**config.mk**
```make
export PLATFORM = sky130hd
export DESIGN_NAME = link_channel_lifecycle_fsm
export DESIGN_NICKNAME = d
export VERILOG_FILES = /design/src/sv/lclf_pkg.sv /design/src/sv/lclf_event_logic.sv /design/src/sv/link_channel_lifecycle_fsm.sv
export SDC_FILE = /design/constraint.sdc
export NUM_CORES = 1
export LEC_CHECK = 0
export ABC_CLOCK_PERIOD_IN_PS = 4700
export BUFFER_PORTS_ARGS = -buffer_cell sky130_fd_sc_hd__buf_2
export CAP_MARGIN = 20
export CORE_UTILIZATION = 50
export CTS_BUF_LIST = sky130_fd_sc_hd__clkbuf_8
export DETAILED_ROUTE_END_ITERATION = 8
export GPL_TIMING_DRIVEN = 0
export PLACE_DENSITY = 0.71
export SLEW_MARGIN = 40
export SYNTH_ARGS = -nofsm -noshare
export SYNTH_HDL_FRONTEND = slang
export SYNTH_HIERARCHICAL = 1
export SYNTH_SLANG_ARGS = --single-unit
```
**constraint.sdc**
```tcl
create_clock -name clk -period 4.7 [get_ports clk]
set_clock_uncertainty 0.1 [all_clocks]
set_input_delay 0.705 -clock clk [delete_from_list [all_inputs] [get_ports clk]]
set_output_delay 0.705 -clock clk [all_outputs]
set_load 0.05 [all_outputs]
```
**src/sv/lclf_pkg.sv**
```systemverilog
// ----------------------------------------------------------------------------
// lclf_pkg
// Shared types and codes for the link channel lifecycle controller: event,
// command and notice codes, the channel flag set, and the beat structs.
// ----------------------------------------------------------------------------
`default_nettype none

package lclf_pkg;

  localparam int unsigned LenW = 16;

  typedef enum logic [2:0] {
    EV_OPEN       = 3'd0,
    EV_CLOSE      = 3'd1,
    EV_WRITE_REQ  = 3'd2,
    EV_READ_REQ   = 3'd3,
    EV_OPEN_DONE  = 3'd4,
    EV_READ_DONE  = 3'd5,
    EV_WRITE_DONE = 3'd6
  } event_e;

  typedef enum logic [2:0] {
    CMD_NONE        = 3'd0,
    CMD_OPEN        = 3'd1,
    CMD_CLOSE       = 3'd2,
    CMD_ABORT_OPEN  = 3'd3,
    CMD_START_WRITE = 3'd4,
    CMD_START_READ  = 3'd5
  } lower_cmd_e;

  typedef enum logic [2:0] {
    NOTE_NONE      = 3'd0,
    NOTE_LAYER_UP  = 3'd1,
    NOTE_OPEN_FAIL = 3'd2,
    NOTE_SEND_DONE = 3'd3,
    NOTE_DATA_RECV = 3'd4
  } notice_e;

  typedef struct packed {
    logic open_flag;
    logic opening_flag;
    logic reading_flag;
    logic writing_flag;
    logic closing_flag;
  } flags_t;

  typedef struct packed {
    logic [2:0]      req_type;
    logic [LenW-1:0] length;
    logic            failed;
  } evt_t;

  typedef struct packed {
    logic            rejected;
    logic [2:0]      lower_cmd;
    logic [LenW-1:0] xfer_len;
    logic [2:0]      notice;
    logic            layer_down;
    logic            is_open;
    logic            is_opening;
    logic            is_reading;
    logic            is_writing;
    logic            is_closing;
  } res_t;

endpackage

`default_nettype wire

```
**src/sv/lclf_event_logic.sv**
```systemverilog
// ----------------------------------------------------------------------------
// lclf_event_logic
// Guard decode and flag update for one event: gives the next flag set and
// the result beat for the event held in the input register.
// ----------------------------------------------------------------------------
`default_nettype none

module lclf_event_logic (
  input  wire lclf_pkg::evt_t   evt,
  input  wire lclf_pkg::flags_t flags,
  output lclf_pkg::flags_t      flags_next,
  output lclf_pkg::res_t        res
);
  import lclf_pkg::*;

  always_comb begin
    flags_t          n;
    logic            rej;
    logic [2:0]      cmd;
    logic [LenW-1:0] xlen;
    logic [2:0]      note;
    logic            down;
    logic            len_zero;

    n        = flags;
    rej      = 1'b0;
    cmd      = CMD_NONE;
    xlen     = '0;
    note     = NOTE_NONE;
    down     = 1'b0;
    len_zero = (evt.length == '0);

    case (evt.req_type)
      EV_OPEN: begin
        if (!(flags.opening_flag || flags.reading_flag || flags.writing_flag ||
              flags.open_flag || flags.closing_flag)) begin
          n.opening_flag = 1'b1;
          cmd            = CMD_OPEN;
        end else begin
          rej = 1'b1;
        end
      end
      EV_CLOSE: begin
        // close while closing is dropped silently
        if (!flags.closing_flag) begin
          if (flags.open_flag || flags.opening_flag) begin
            n.closing_flag = 1'b1;
            cmd = flags.opening_flag ? CMD_ABORT_OPEN : CMD_CLOSE;
            if (!(flags.opening_flag || flags.reading_flag || flags.writing_flag)) begin
              n.closing_flag = 1'b0;
              n.open_flag    = 1'b0;
              down           = 1'b1;
            end
          end else begin
            rej = 1'b1;
          end
        end
      end
      EV_WRITE_REQ: begin
        if (flags.open_flag && !flags.closing_flag && !flags.writing_flag) begin
          if (!len_zero) begin
            n.writing_flag = 1'b1;
            cmd            = CMD_START_WRITE;
            xlen           = evt.length;
          end else begin
            note = NOTE_SEND_DONE;
          end
        end else begin
          rej = 1'b1;
        end
      end
      EV_READ_REQ: begin
        if (flags.open_flag && !flags.closing_flag && !flags.reading_flag) begin
          if (!len_zero) begin
            n.reading_flag = 1'b1;
            cmd            = CMD_START_READ;
            xlen           = evt.length;
          end else begin
            note = NOTE_DATA_RECV;
          end
        end else begin
          rej = 1'b1;
        end
      end
      EV_OPEN_DONE: begin
        if (flags.opening_flag) begin
          n.opening_flag = 1'b0;
          if (evt.failed || flags.closing_flag) begin
            if (!evt.failed) cmd = CMD_CLOSE;
            note = NOTE_OPEN_FAIL;
            // finish the close if nothing else is pending, no layer-down here
            if (n.closing_flag && !(n.reading_flag || n.writing_flag)) begin
              n.closing_flag = 1'b0;
              n.open_flag    = 1'b0;
            end
          end else begin
            n.open_flag = 1'b1;
            note        = NOTE_LAYER_UP;
          end
        end else begin
          rej = 1'b1;
        end
      end
      EV_READ_DONE, EV_WRITE_DONE: begin
        if ((evt.req_type == EV_READ_DONE) ? flags.reading_flag : flags.writing_flag) begin
          if (evt.req_type == EV_READ_DONE) n.reading_flag = 1'b0;
          else n.writing_flag = 1'b0;
          if (evt.failed) begin
            if ((n.open_flag || n.opening_flag) && !n.closing_flag) begin
              n.closing_flag = 1'b1;
              cmd = n.opening_flag ? CMD_ABORT_OPEN : CMD_CLOSE;
            end
          end else if (!flags.closing_flag) begin
            if (evt.req_type == EV_READ_DONE) begin
              note = NOTE_DATA_RECV;
              xlen = evt.length;
            end else begin
              note = NOTE_SEND_DONE;
            end
          end
          if (n.closing_flag && !(n.opening_flag || n.reading_flag || n.writing_flag)) begin
            n.closing_flag = 1'b0;
            n.open_flag    = 1'b0;
            down           = 1'b1;
          end
        end else begin
          rej = 1'b1;
        end
      end
      default: begin
        rej = 1'b1;
      end
    endcase

    flags_next     = n;
    res.rejected   = rej;
    res.lower_cmd  = cmd;
    res.xfer_len   = xlen;
    res.notice     = note;
    res.layer_down = down;
    res.is_open    = n.open_flag;
    res.is_opening = n.opening_flag;
    res.is_reading = n.reading_flag;
    res.is_writing = n.writing_flag;
    res.is_closing = n.closing_flag;
  end

endmodule

`default_nettype wire

```
**src/sv/link_channel_lifecycle_fsm.sv**
```systemverilog
// Path: an accepted event beat is held in the input register, then moves into
//   the result register once that register is empty or being drained.
// Throughput: one event per cycle while the result side does not stall; the
//   flag update sits in one short combinational pass between the two registers.
// Reset: synchronous rst clears all five channel flags and both valid bits.
// ----------------------------------------------------------------------------
// link_channel_lifecycle_fsm
// Link channel lifecycle controller: tracks open, opening, reading, writing
// and closing flags, guards each event against them and issues at most one
// lower command, one upper notice and one layer-down per event.
// ----------------------------------------------------------------------------
`default_nettype none

module link_channel_lifecycle_fsm (
  input  wire                 clk,
  input  wire                 rst,
  input  wire                 evt_valid,
  output logic                evt_stall,
  input  wire lclf_pkg::evt_t evt,
  output logic                res_valid,
  input  wire                 res_stall,
  output lclf_pkg::res_t      res
);
  import lclf_pkg::*;

  // input register: one event beat waiting for its flag update
  logic   hold_valid;
  evt_t   hold;

  // channel flags, the only control state besides the valid bits
  flags_t flags;
  flags_t flags_next;
  res_t   res_next;

  // advance: the held beat moves into the result register this cycle,
  // which happens whenever the result register is empty or being drained
  logic advance;
  logic take;

  assign advance = hold_valid && (!res_valid || !res_stall);

  // stall the event side only when the held beat cannot advance; an
  // advancing beat frees the input register in the same edge
  assign evt_stall = hold_valid && !advance;
  assign take      = evt_valid && !evt_stall;

  lclf_event_logic u_logic (
    .evt        (hold),
    .flags      (flags),
    .flags_next (flags_next),
    .res        (res_next)
  );

  // input register
  always_ff @(posedge clk) begin
    if (rst) begin
      hold_valid <= 1'b0;
    end else if (take) begin
      hold_valid <= 1'b1;
    end else if (advance) begin
      hold_valid <= 1'b0;
    end
  end

  always_ff @(posedge clk) begin
    if (take) begin
      hold <= evt;
    end
  end

  // flags commit as the beat leaves the input register, so the next beat
  // is always checked against the state its predecessor left behind
  always_ff @(posedge clk) begin
    if (rst) begin
      flags <= '0;
    end else if (advance) begin
      flags <= flags_next;
    end
  end

  // result register: hold while stalled, load on advance, drop when taken
  always_ff @(posedge clk) begin
    if (rst) begin
      res_valid <= 1'b0;
    end else if (advance) begin
      res_valid <= 1'b1;
    end else if (!res_stall) begin
      res_valid <= 1'b0;
    end
  end

  always_ff @(posedge clk) begin
    if (advance) begin
      res <= res_next;
    end
  end

endmodule

`default_nettype wire

```
Yosys cells after proc, flatten, opt, wreduce, memory -nomap -nowiden
Index checks and enable logic that the tools add are counted.
- logic and storage cells: 148
- register bits: 56
- output and inout bits: 31
- bits of input ports: 24
- reductions and logical operators: 32
- multiplexer cells: 89
- equality and inequality tests: 7
- operator list (cell ; count):
    16-bit 2-to-1 mux ; 7
    3-bit 2-to-1 mux ; 18
    1-bit 2-to-1 mux ; 48
    16-bit one-hot mux with 3 select lines ; 1
    3-bit one-hot mux with 6 select lines ; 1
    16-bit logical NOT ; 1
    2-bit 2-to-1 mux ; 6
    3-bit one-hot mux with 4 select lines ; 1
    1-bit logical OR ; 10
    3-bit == test, second input constant ; 3
    1-bit logical AND ; 9
    1-bit logical NOT ; 9
    1-bit one-hot mux with 2 select lines ; 4
    3-bit by 2-bit == test with 1-bit output, second input constant ; 2
    1-bit one-hot mux with 3 select lines ; 2
    1-bit one-hot mux with 6 select lines ; 1
    3-bit by 1-bit == test with 1-bit output, second input constant ; 1
    3-bit logical NOT ; 1
    2-bit by 1-bit inequality test with 1-bit output, second input constant ; 1
    2-bit nonzero test ; 1
    2-bit OR reduction ; 1

Logic depth before layout (Yosys ltp)
Gate-level depths: netlist of run 1.
- depth after elaboration: 11
- mapped depth: 7

By module
Netlist of run 1, hierarchy kept.
- by module, submodules not included (module ; times used ; area an instance (µm²) ; cells an instance):
    link_channel_lifecycle_fsm ; 1 ; 1776.7 ; 80
    lclf_event_logic ; 1 ; 732.0 ; 122

Least setup slack after synthesis of run 1
OpenSTA, ideal clock, no wires.
- path type: input -> register
- start: in res_stall
- end: reg hold[0] (netlist bit), enable pin
- setup slack: 2.250 ns
- arrival time: 1.953 ns
- cell stages on the path: 3
- setup time: 0.397 ns
- data required time: 4.203 ns
- buffers on the path: 0
- cells stage by stage: nand3_1 > inv_1 > nor2_1
- cells in the longest elaborated chain, start to end: 7
- ends and longest elaborated chain (element ; line ; source):
    from (decl) ; link_channel_lifecycle_fsm.sv:21 ; input wire res_stall,
    1-bit logical NOT ; n/a ;
    1-bit logical OR ; link_channel_lifecycle_fsm.sv:40 ; assign advance = hold_valid && (!res_valid || !res_stall);
    1-bit logical AND ; link_channel_lifecycle_fsm.sv:40 ;
    1-bit logical NOT ; link_channel_lifecycle_fsm.sv:44 ; assign evt_stall = hold_valid && !advance;
    1-bit logical AND ; link_channel_lifecycle_fsm.sv:44 ;
    net evt_stall ; link_channel_lifecycle_fsm.sv:18 ; output logic evt_stall,
    1-bit logical NOT ; link_channel_lifecycle_fsm.sv:45 ; assign take = evt_valid && !evt_stall;
    1-bit logical AND ; link_channel_lifecycle_fsm.sv:45 ;
    net take ; link_channel_lifecycle_fsm.sv:38 ; logic take;
    to (signal assigned) ; link_channel_lifecycle_fsm.sv:67 ; hold <= evt;
    to (decl) ; link_channel_lifecycle_fsm.sv:28 ; evt_t hold;
The timed path passes the listed nets, and every way through them passes these cells.
A chain may end at the register's enable or synchronous reset.

==> summary.md, run 1 <==
| Metric | Value |
|---|---|
| Setup crit start kind | `register` |
| Buffers on Ports | `54` |
| Critical Path AT | `2.22 ns` |
| Ant diodes | `0` |
| Pwr/cell area | `a little over 300 nW/um2` |
| Final WL | `4620 um` |
| Critical path start-end classification | `reg -> reg` |
| Overall Global Routing Usage | `18.7%` |
| Synth cell count leaders | `edfxtp_1 (49), and2_1 (17), nand2_1 (12), nand2b_1 (12), nor2_1 (11)` |
| Status | `finished clean` |
| Clock sinks | `56` |
| Pre-CTS setup slack | `2.53 ns` |
| P_int | `0.000696 W` |
| MaxCap Viol Count | `0` |
| CTS resizes | `0` |
| Placed Area | `2900 um2` |
| Via count | `1,722` |
| Syn Area/Cell | `12.4 um2` |
| Drt pass-1 iters | `4` |
| Worst-margin pin slew | `approximately 0.55 ns` |
| Total grt overflow | `0` |
| Non-filler cells, final | `approximately 330` |
| Total negative slack | `0 ns` |
| Switch share | `roughly a quarter` |
| Vias per cell | `5.17` |
| Final setup viols | `0` |
| Largest net degree at the start of global routing | `21` |
| Core box area | `4790 um2` |
| Die Wd | `72.8 um` |
| CTS tree | `built` |
| Final instance area | `2990 um2` |
| Tmin final | `2.24 ns` |
| Mapped Cells | `202` |
| Clock-pin slew on the worst setup and hold paths | `0.10 ns` |
| First-pass GRT wire length | `7270 um` |
| Number of synthesis warnings | `6` |
| Most used DFF post-synth | `edfxtp_1` |
| Vias in the first global route | `1,467` |
| Insertion delay of the later-clocked pin in the worst-skew pair | `0.31 ns` |
| Post-Syn Area | `2510 um2` |
| DRC Markers | `0` |
| Fin worst setup slack | `between 2 and 2.5 ns` |
| Net switching power | `0.000230 W` |
| Root buf cell | `clkbuf_8` |
| Avg WL per Cell | `13.9 um` |
| Register Area | `about 1600 um2` |
| Critical path peak fanout | `9` |
| Comb pwr share | `approximately 10%` |
| Starting DRC count in detailed routing | `146` |
| Multi-input combinational cell area | `776 um2` |
| Hold Path Class | `reg -> reg` |
| Die ar. | `5300 um2` |
| Tcrit/Tclk final | `a little under half` |
| Register area share after synthesis | `about 64%` |
| Yosys top cell area share | `between 50 and 60%` |
| H-tree depth | `2` |
| Post-synth ARST share | `0%` |
| Seq pwr share | `a little over 60%` |
| RSZ-0062 raised after global routing | `no` |
| # fillers | `397` |
| Share of layout cells above drive strength 1 | `28.6%` |
| Slew Limit Fails | `0` |
| CTS Buf Count | `5` |
| Initial antenna violation count | `0` |
| Final design utilization | `about 62%` |
| Post-synth cell types | `44` |
| CP required | `4.68 ns` |
| Post-CTS Repair Setup Buffers | `0` |
| #FFs+latches synth | `56` |
| Final ANT Viol Nets | `0` |
| P&R area growth vs syn | `19.2%` |
| Synth area leaders | `edfxtp_1 (59%), dfxtp_1 (5.6%), and2_1 (4.2%)` |
| Final hold vios | `0` |
| HPWL after DPL | `between 3000 and 4000 um` |
| Die Y | `72.8 um` |
| IO Pins | `between 50 and 60` |
| VDD IR max | `0.000255 V` |
| Leak | `1.14 nW` |
| Rel. slew slack | `between 60% and 70%` |
| Critical path capture point type | `register` |
| Most numerous cell in the Yosys netlist | `edfxtp_1` |
| Placement Rows | `25` |
| Routability cong. | `0.823` |
| Clk buf depth | `2` |
| Final #Nets | `between 200 and 300` |
| Inst Count DP | `325` |
| Synth area leader | `edfxtp_1` |
| Initial core utilization | `a little over half` |
| Hold_buf cts | `0` |
| EDFF count, synth | `49` |
| Fmax | `447 MHz` |
| Syn Nets | `226` |
| Clock Power Share | `about 28%` |
sequential cells by signal (all words and copies together) (netlist names):
| name | flops |
|---|---|
| hold | 20 |
| hold_valid | 1 |
| res_valid | 1 |
| res | 29 |
| flags | 5 |
layout make-up:
cell class / instances / share of cell area, %
Timing Repair Buffer: 56 / 10.0
Buffer: 16 / 3.18
Tap cell: 67 / 2.80
Inverter: 9 / 1.13
Clock inverter: 3 / 0.711
Clock buffer: 5 / 2.30
Multi-Input combinational cell: 121 / 25.9
Sequential cell: 56 / 53.9
power groups by stage:
stage | Combinational, W | Clock [W] | Sequential (W)
after floorplan | 0.0000329 | 0 | 0.000611
after global placement | 0.0000913 | 0 | 0.000581
after detailed placement | 0.0000953 | 0 | 0.000581
after CTS | 0.0000954 | 0.000271 | 0.000570
after global routing | 0.000102 | 0.000288 | 0.000572
final | 0.0000955 | 0.000261 | 0.000569
metrics by stage:
stage	power [W]	hold WS, ns
global placement	0.000672	0.358
global route	0.000961	0.431
CTS	0.000936	0.390
floorplan	0.000644	0.348
detailed placement	0.000676	0.374
finish	0.000926	0.384
per-layer routing:
| metal | vias to the layer above | wire length, um | share of wire (%) | track usage, % |
|---|---|---|---|---|
| met3 | 5 | 277 | 6.0 | 4.70 |
| met2 | 75 | 2140 | 46 | 28.3 |
| met5 | - | 0 | 0 | 0 |
| li1 | 861 | - | - | - |
| met4 | 0 | 46 | 1.0 | 6.75 |
| met1 | 781 | 2160 | 47 | 26.3 |
critical path: stages (launching register included):
cell	delay (ns)
edfxtp_1	0.41
buf_6	0.16
and2_1	0.16
a221oi_1	0.52
o2111ai_1	0.22
a41o_1	0.31
buf_4	0.13
cell families after synthesis:
family	count (synthesis)	synth area share [%]
AOI/OAI and AO/OA	36	10.3
DFF	56	64.2
buffers and inverters	25	5.14
and+or+nand+nor	80	18.3
muxes	5	2.00
cells in the final DEF, fill, tap and decap left out, types with 6 or more instances in the layout:
cell	count
nand2b_1	12
o21ai_0	6
inv_1	9
nor2b_1	7
a21oi_1	9
edfxtp_1	49
nand2_1	12
nor2_1	10
buf_2	55
dfxtp_1	7
clkbuf_1	8
and2_1	17
worst paths after layout:
kind                  from        to  slack [ns]  depth (start not counted)
setup reg to reg  hold[19]    res[4]        2.46                          6
setup / recovery  hold[19]    res[4]        2.46                          6
hold reg to reg   flags[2]  flags[2]        0.38                          2
hold / removal    flags[2]  flags[2]        0.38                          2
Power figures use the tool's default switching activity.
==> run 2, diff against run 1 <==
--- a/config.mk
+++ b/config.mk
@@ -5,14 +5,14 @@
 export SDC_FILE = /design/constraint.sdc
 export NUM_CORES = 1
 export LEC_CHECK = 0
-export ABC_CLOCK_PERIOD_IN_PS = 4700
+export ABC_CLOCK_PERIOD_IN_PS = 2020
 export BUFFER_PORTS_ARGS = -buffer_cell sky130_fd_sc_hd__buf_2
 export CAP_MARGIN = 20
 export CORE_UTILIZATION = 50
 export CTS_BUF_LIST = sky130_fd_sc_hd__clkbuf_8
 export DETAILED_ROUTE_END_ITERATION = 8
 export GPL_TIMING_DRIVEN = 0
-export PLACE_DENSITY = 0.71
+export PLACE_DENSITY = 0.74
 export SLEW_MARGIN = 40
 export SYNTH_ARGS = -nofsm -noshare
 export SYNTH_HDL_FRONTEND = slang
==> constraint.sdc (replaced) <==
create_clock -name clk -period 2.02 [get_ports clk]
set_clock_uncertainty 0.1 [all_clocks]
set_input_delay 0.303 -clock clk [delete_from_list [all_inputs] [get_ports clk]]
set_output_delay 0.303 -clock clk [all_outputs]
set_load 0.05 [all_outputs]
==> run 2 against run 1 <==
Against the previous run:
- worst setup slack worse by 2.4 ns
- count of clock-buffer cells in the layout unchanged
- fmax up 13%
- die area did not move
- via count increased by 2.7%
- combinational power rose by 150%
- sequential power increased by 130%
- clock power up 130%
- register-to-register slack got worse by 2.4 ns
- critical endpoint is now res[0]
- largest cell class unchanged
==> summary.md, run 2 (synthesis results as in run 1) <==
| Metric | Value |
|---|---|
| Clock-pin slew on the worst setup and hold paths | `0.10 ns (about the same)` |
| VDD IR max | `0.000465 V (+83%)` |
| Largest net degree at the start of global routing | `21 (unchanged)` |
| Critical path start-end classification | `reg -> reg` |
| CTS Buf Count | `5 (unchanged)` |
| Top Layer Used | `met4` |
| First-pass GRT wire length | `7550 um (+3.9%)` |
| M1 WL | `2180 um (+1.0%)` |
| Final instance area | `3100 um2 (+3.5%)` |
| Vias in the first global route | `1,564 (+6.6%)` |
| Critical-path top delay cell | `edfxtp_1` |
| H-tree depth | `2 (unchanged)` |
| Placement Rows | `25 (unchanged)` |
| Clock sinks | `56 (unchanged)` |
| Total grt overflow | `0 (unchanged)` |
| Critical-path cell list | `buf_4, or3_1, a21oi_1, o221ai_1, buf_4, buf_4` |
| Number of flip-flops in the largest register | `29 (unchanged)` |
| Overall Global Routing Usage | `19.7% (+0.94 points)` |
| Starting DRC count in detailed routing | `94 (-36%)` |
| Critical path peak fanout | `10 (+1)` |
| Die Wd | `72.8 um (unchanged)` |
| Die Y | `72.8 um (unchanged)` |
| Clk buf depth | `2 (unchanged)` |
| Fin worst setup slack | `0.0378 ns (-2.42 ns)` |
| RSZ-0062 raised after global routing | `yes` |
| Share of layout cells above drive strength 1 | `34.2% (+5.6 points)` |
| Final setup viols | `0 (unchanged)` |
| CTS tree | `built` |
| Final hold vios | `0 (unchanged)` |
| DRC Markers | `0 (unchanged)` |
| Pre-CTS setup slack | `-0.137 ns (-2.66 ns)` |
| Largest regs | `res x29, hold x20, flags x5` |
| Insertion delay of the later-clocked pin in the worst-skew pair | `0.31 ns (about the same)` |
| P&R area growth vs syn | `23.4%` |
| Routability cong. | `0.868 (+5.5%)` |
| Critical path capture point type | `register` |
| Fmax | `504 MHz (+13%)` |
| Detail Route met3 WL | `282 um (+1.8%)` |
| HPWL after DPL | `3430 um (+0.17%)` |
| Avg WL per Cell | `14.1 um (+1.9%)` |
| Pwr/cell area | `698 nW/um2 (+130%)` |
| Status | `finished clean` |
| Via count | `1,768 (+2.7%)` |
| Most frequent cells in the layout | `buf_2 (54), edfxtp_1 (49), and2_1 (17), buf_4 (13)` |
| Final ANT Viol Nets | `0 (unchanged)` |
| Rel. slew slack | `61.2% (-1.9 points)` |
| Critical Path AT | `1.96 ns (-0.26 ns)` |
| IO Pins | `55 (unchanged)` |
| MaxCap Viol Count | `0 (unchanged)` |
| Commonest non-fill, non-tap cell in the layout | `buf_2` |
| Worst-margin pin slew | `0.581 ns (+0.0288 ns)` |
| Placed Area | `2900 um2 (-0.13%)` |
| CP required | `2.00 ns (-2.68 ns)` |
| Ant diodes | `0 (unchanged)` |
| Buffers on Ports | `54 (unchanged)` |
| Vias per cell | `5.22 (+0.85%)` |
| # fillers | `395 (-0.50%)` |
| Routed wl met2 | `2230 um (+4.1%)` |
| Critical Path Max Stage Delay | `0.50 ns (-0.02 ns)` |
| Die ar. | `5300 um2 (unchanged)` |
| Leak | `1.20 nW (+4.8%)` |
| Final WL | `4790 um (+3.7%)` |
| Root buf cell | `clkbuf_8` |
| Tcrit/Tclk final | `98.1% (+50 points)` |
| Final #Nets | `295 (+2.1%)` |
| Slew Limit Fails | `0 (unchanged)` |
| Core box area | `4790 um2 (unchanged)` |
| Initial core utilization | `52.4% (unchanged)` |
| Drt pass-1 iters | `4 (unchanged)` |
| Setup crit start kind | `register` |
| CP most frequent cell | `buf_4` |
| Tmin final | `1.98 ns (-0.257 ns)` |
| Top reg by flops | `res` |
| Hold Path Class | `in -> reg` |
| Initial antenna violation count | `0 (unchanged)` |
==> run 2: changes by cell type in the layout (fill, tap and decap cells not counted), sizes merged <==
cell and change:
buf +9, clkbuf -3
==> run 2: layer usage <==
metal  up-vias  track usage (%)
met5         -                0
met4         0             7.84
met3         9             5.66
met2        73             31.0
met1       814             25.6
li1        872                -
==> run 2: stage by stage <==
stage / hold slack [ns] / setup TNS (ns) / std cells / power (W) / util, %
2_1_floorplan: 0.302 / 0 / 202 / 0.00150 / -
3_3_place_gp: 0.363 / -0.376 / 323 / 0.00156 / 59.9
3_5_place_dp: 0.365 / -0.243 / 325 / 0.00157 / 60.5
4_1_cts: 0.0508 / 0 / 332 / 0.00216 / 62.7
5_1_grt: 0.0408 / -0.0430 / 339 / 0.00224 / 64.7
6_report: 0.0557 / 0 / 339 / 0.00216 / 64.7
==> run 2: final cells by class <==
type | instances | area (um2) | area share, %
Buffer | 15 | 104 | 3.35
Inverter | 9 | 33.8 | 1.09
Timing Repair Buffer | 63 | 349 | 11.3
Multi-Input combinational cell | 121 | 823 | 26.6
Clock inverter | 3 | 20.0 | 0.647
Clock buffer | 5 | 68.8 | 2.22
Sequential cell | 56 | 1610 | 52.1
Tap cell | 67 | 83.8 | 2.71
==> run 2: what timing repair did <==
action | CTS | global route
endpoints found under the setup margin | 5 | 6
resized for setup | 4 | 19
setup buffers | 0 | 7
hold buffers | 0 | 0
pin swaps | 2 | 5
==> run 2: worst max-delay path: cells and delay by family, from the launching register on <==
family / cells / cell delay [ns]
and+or+nand+nor: 1 / 0.37
AOI/OAI and AO/OA: 2 / 0.27
buffers and inverters: 3 / 0.51
DFF: 1 / 0.50
==> run 2: power breakdown <==
part,internal (W),switching [W]
Sequential,0.00131,0.0000220
Combinational,0.0000760,0.000158
Clock,0.000242,0.000358
Total,0.00162,0.000538
==> run 2: final timing paths <==
path / cells after the start / start / to / slack [ns]
hold reg to reg: 2 / hold_valid / res_valid / 0.40
setup / recovery: 6 / hold[17] / res[0] / 0.04
hold / removal: 1 / evt[8] / hold[8] / 0.06
setup reg to reg: 6 / hold[17] / res[0] / 0.04
==> run 3, diff against run 2 <==
--- a/config.mk
+++ b/config.mk
@@ -13,6 +13,7 @@
 export DETAILED_ROUTE_END_ITERATION = 8
 export GPL_TIMING_DRIVEN = 0
 export PLACE_DENSITY = 0.74
+export SETUP_SLACK_MARGIN = 0.15
 export SLEW_MARGIN = 40
 export SYNTH_ARGS = -nofsm -noshare
 export SYNTH_HDL_FRONTEND = slang
==> run 3 against run 2 <==
Against the previous run:
- combinational power grew 7%
- sequential power is essentially flat
- die area is the same
- register-to-register slack hardly changed
- fmax down 0.47%
- critical path depth is 1 lower
- largest power group unchanged
- highest routed layer unchanged
==> summary.md, run 3 (synthesis results as in run 1) <==
| Metric | Value |
|---|---|
| Overall Global Routing Usage | `20.8% (+1.1 points)` |
| VDD IR max | `0.000612 V (+32%)` |
| P&R area growth vs syn | `30.1%` |
| Most frequent cells in the layout | `buf_2 (54), edfxtp_1 (49), and2_1 (16), buf_4 (15), nand2b_1 (12)` |
| Final ANT Viol Nets | `0 (unchanged)` |
| Worst-margin pin slew | `0.591 ns (+0.00978 ns)` |
| Drt pass-1 iters | `4 (unchanged)` |
| First-pass GRT wire length | `8110 um (+7.4%)` |
| Total grt overflow | `0 (unchanged)` |
| Clock-pin slew on the worst setup and hold paths | `0.10 ns (about the same)` |
| Top reg by flops | `res` |
| Status | `finished clean` |
| Tmin final | `1.99 ns (+0.00931 ns)` |
| Fin worst setup slack | `0.0285 ns (-0.00931 ns)` |
| Final #Nets | `303 (+2.7%)` |
| Critical-path cell list | `nor2b_2, a221oi_2, o2111ai_1, a41o_1, buf_4` |
| Pwr/cell area | `677 nW/um2 (-3.0%)` |
| Leak | `1.26 nW (+4.9%)` |
| Vias in the first global route | `1,626 (+4.0%)` |
| Via count | `1,878 (+6.2%)` |
| RSZ-0062 raised after global routing | `yes` |
| IO Pins | `55 (unchanged)` |
| Placement Rows | `25 (unchanged)` |
| Critical Path Max Stage Delay | `0.48 ns (-0.02 ns)` |
| Clk buf depth | `2 (unchanged)` |
| M2 GR Usage | `32.6% (+1.6 points)` |
| Avg WL per Cell | `14.8 um (+5.0%)` |
| Initial antenna violation count | `0 (unchanged)` |
| Hold Path Class | `in -> reg` |
| Slew Limit Fails | `0 (unchanged)` |
| Gr busiest metal | `met2` |
| Clock sinks | `56 (unchanged)` |
| Critical path peak fanout | `6 (-4)` |
| Final hold vios | `0 (unchanged)` |
| Initial core utilization | `52.4% (unchanged)` |
| Final design utilization | `68.2% (+3.5 points)` |
| HPWL after DPL | `3500 um (+2.1%)` |
| H-tree depth | `2 (unchanged)` |
| Fmax | `502 MHz (-0.47%)` |
| Total power draw | `0.00221 W (+2.3%)` |
| Pre-CTS setup slack | `-0.103 ns (+0.0338 ns)` |
| Die Y | `72.8 um (unchanged)` |
| Critical-path top delay cell | `edfxtp_1` |
| Critical path start-end classification | `reg -> reg` |
| Largest regs | `res x29, hold x20, flags x5` |
| Share of layout cells above drive strength 1 | `40.4% (+6.2 points)` |
| Commonest non-fill, non-tap cell in the layout | `buf_2` |
| CP Buf/Inv Count | `1 (-2)` |
| Insertion delay of the later-clocked pin in the worst-skew pair | `0.31 ns (about the same)` |
| Register Area | `1610 um2 (unchanged)` |
| Number of flip-flops in the largest register | `29 (unchanged)` |
| CP required | `2.00 ns (about the same)` |
| DRC Markers | `0 (unchanged)` |
| Critical Path AT | `1.97 ns (about the same)` |
| Multi-input combinational cell area | `902 um2 (+9.6%)` |
| CTS tree | `built` |
| Final setup viols | `0 (unchanged)` |
| Vias per cell | `5.41 (+3.8%)` |
| Routability cong. | `0.955 (+10%)` |
| Delay-heaviest family, CP | `compound AO/OA/AOI/OAI gates` |
| Met1 usage | `28.0% (+2.4 points)` |
| MaxCap Viol Count | `0 (unchanged)` |
| Core box area | `4790 um2 (unchanged)` |
| Die ar. | `5300 um2 (unchanged)` |
| GRT met3 Usage | `5.80% (+0.14 points)` |
| Die Wd | `72.8 um (unchanged)` |
| Root buf cell | `clkbuf_8` |
| Ant diodes | `0 (unchanged)` |
| Starting DRC count in detailed routing | `124 (+32%)` |
| Rel. slew slack | `60.5% (-0.65 points)` |
| Setup crit start kind | `register` |
| # fillers | `351 (-11%)` |
| CTS Buf Count | `5 (unchanged)` |
| Final WL | `5150 um (+7.4%)` |
| Hold_buf cts | `0 (unchanged)` |
| Critical path capture point type | `register` |
| Worst Hold Slack | `0.0578 ns (+0.00202 ns)` |
| Largest net degree at the start of global routing | `21 (unchanged)` |
| Buffers on Ports | `54 (unchanged)` |
| Tcrit/Tclk final | `98.6% (+0.46 points)` |
==> run 3: cell types whose count changed in the layout (fill, tap and decap cells not counted), sizes merged <==
cell / previous run / this run
buf: 73 / 79
clkbuf: 10 / 12
==> run 3: path summary, 6_finish.rpt <==
kind	to	cells after the start	slack, ns	startpoint
worst max-delay path	res[4]	5	0.03	hold[17]
worst min-delay path	hold[9]	1	0.06	evt[9]
worst max register to register	res[4]	5	0.03	hold[17]
worst min register to register	flags[2]	2	0.41	flags[2]
==> run 3: power by group <==
group	leakage, nW	internal, W	switching (W)
Sequential	0.538	0.00131	0.0000235
Clock	0.0463	0.000255	0.000377
Combinational	0.673	0.0000832	0.000167
Total	1.26	0.00164	0.000567
==> run 3: layer usage <==
layer  wire length (um)  part of all wire (%)
met4                 87                   1.7
met3                317                   6.2
met2               2550                    49
met5                  0                     0
met1               2200                    43
==> run 3: stage by stage <==
stage	cells	TNS (ns)	cell area, um2
after floorplan	202	0	2520
after global placement	323	-0.751	2880
after detailed placement	325	-0.251	2900
after CTS	343	0	3170
after global routing	347	0	3260
final	347	0	3260
==> run 3: final cells by class <==
type	instances	area share, %
clock inverter	3	0.843
inverter	9	1.03
timing repair buffer	70	12.6
sequential	56	49.4
clock buffer	5	2.11
buffer	16	3.76
multi-input combinational	121	27.6
tap	67	2.57
==> run 3: what timing repair did <==
item,in CTS,in global routing
setup endpoints to repair,25,27
gates cloned,1,0
setup buffers,9,4
resized for setup,25,17
pin swaps,9,12
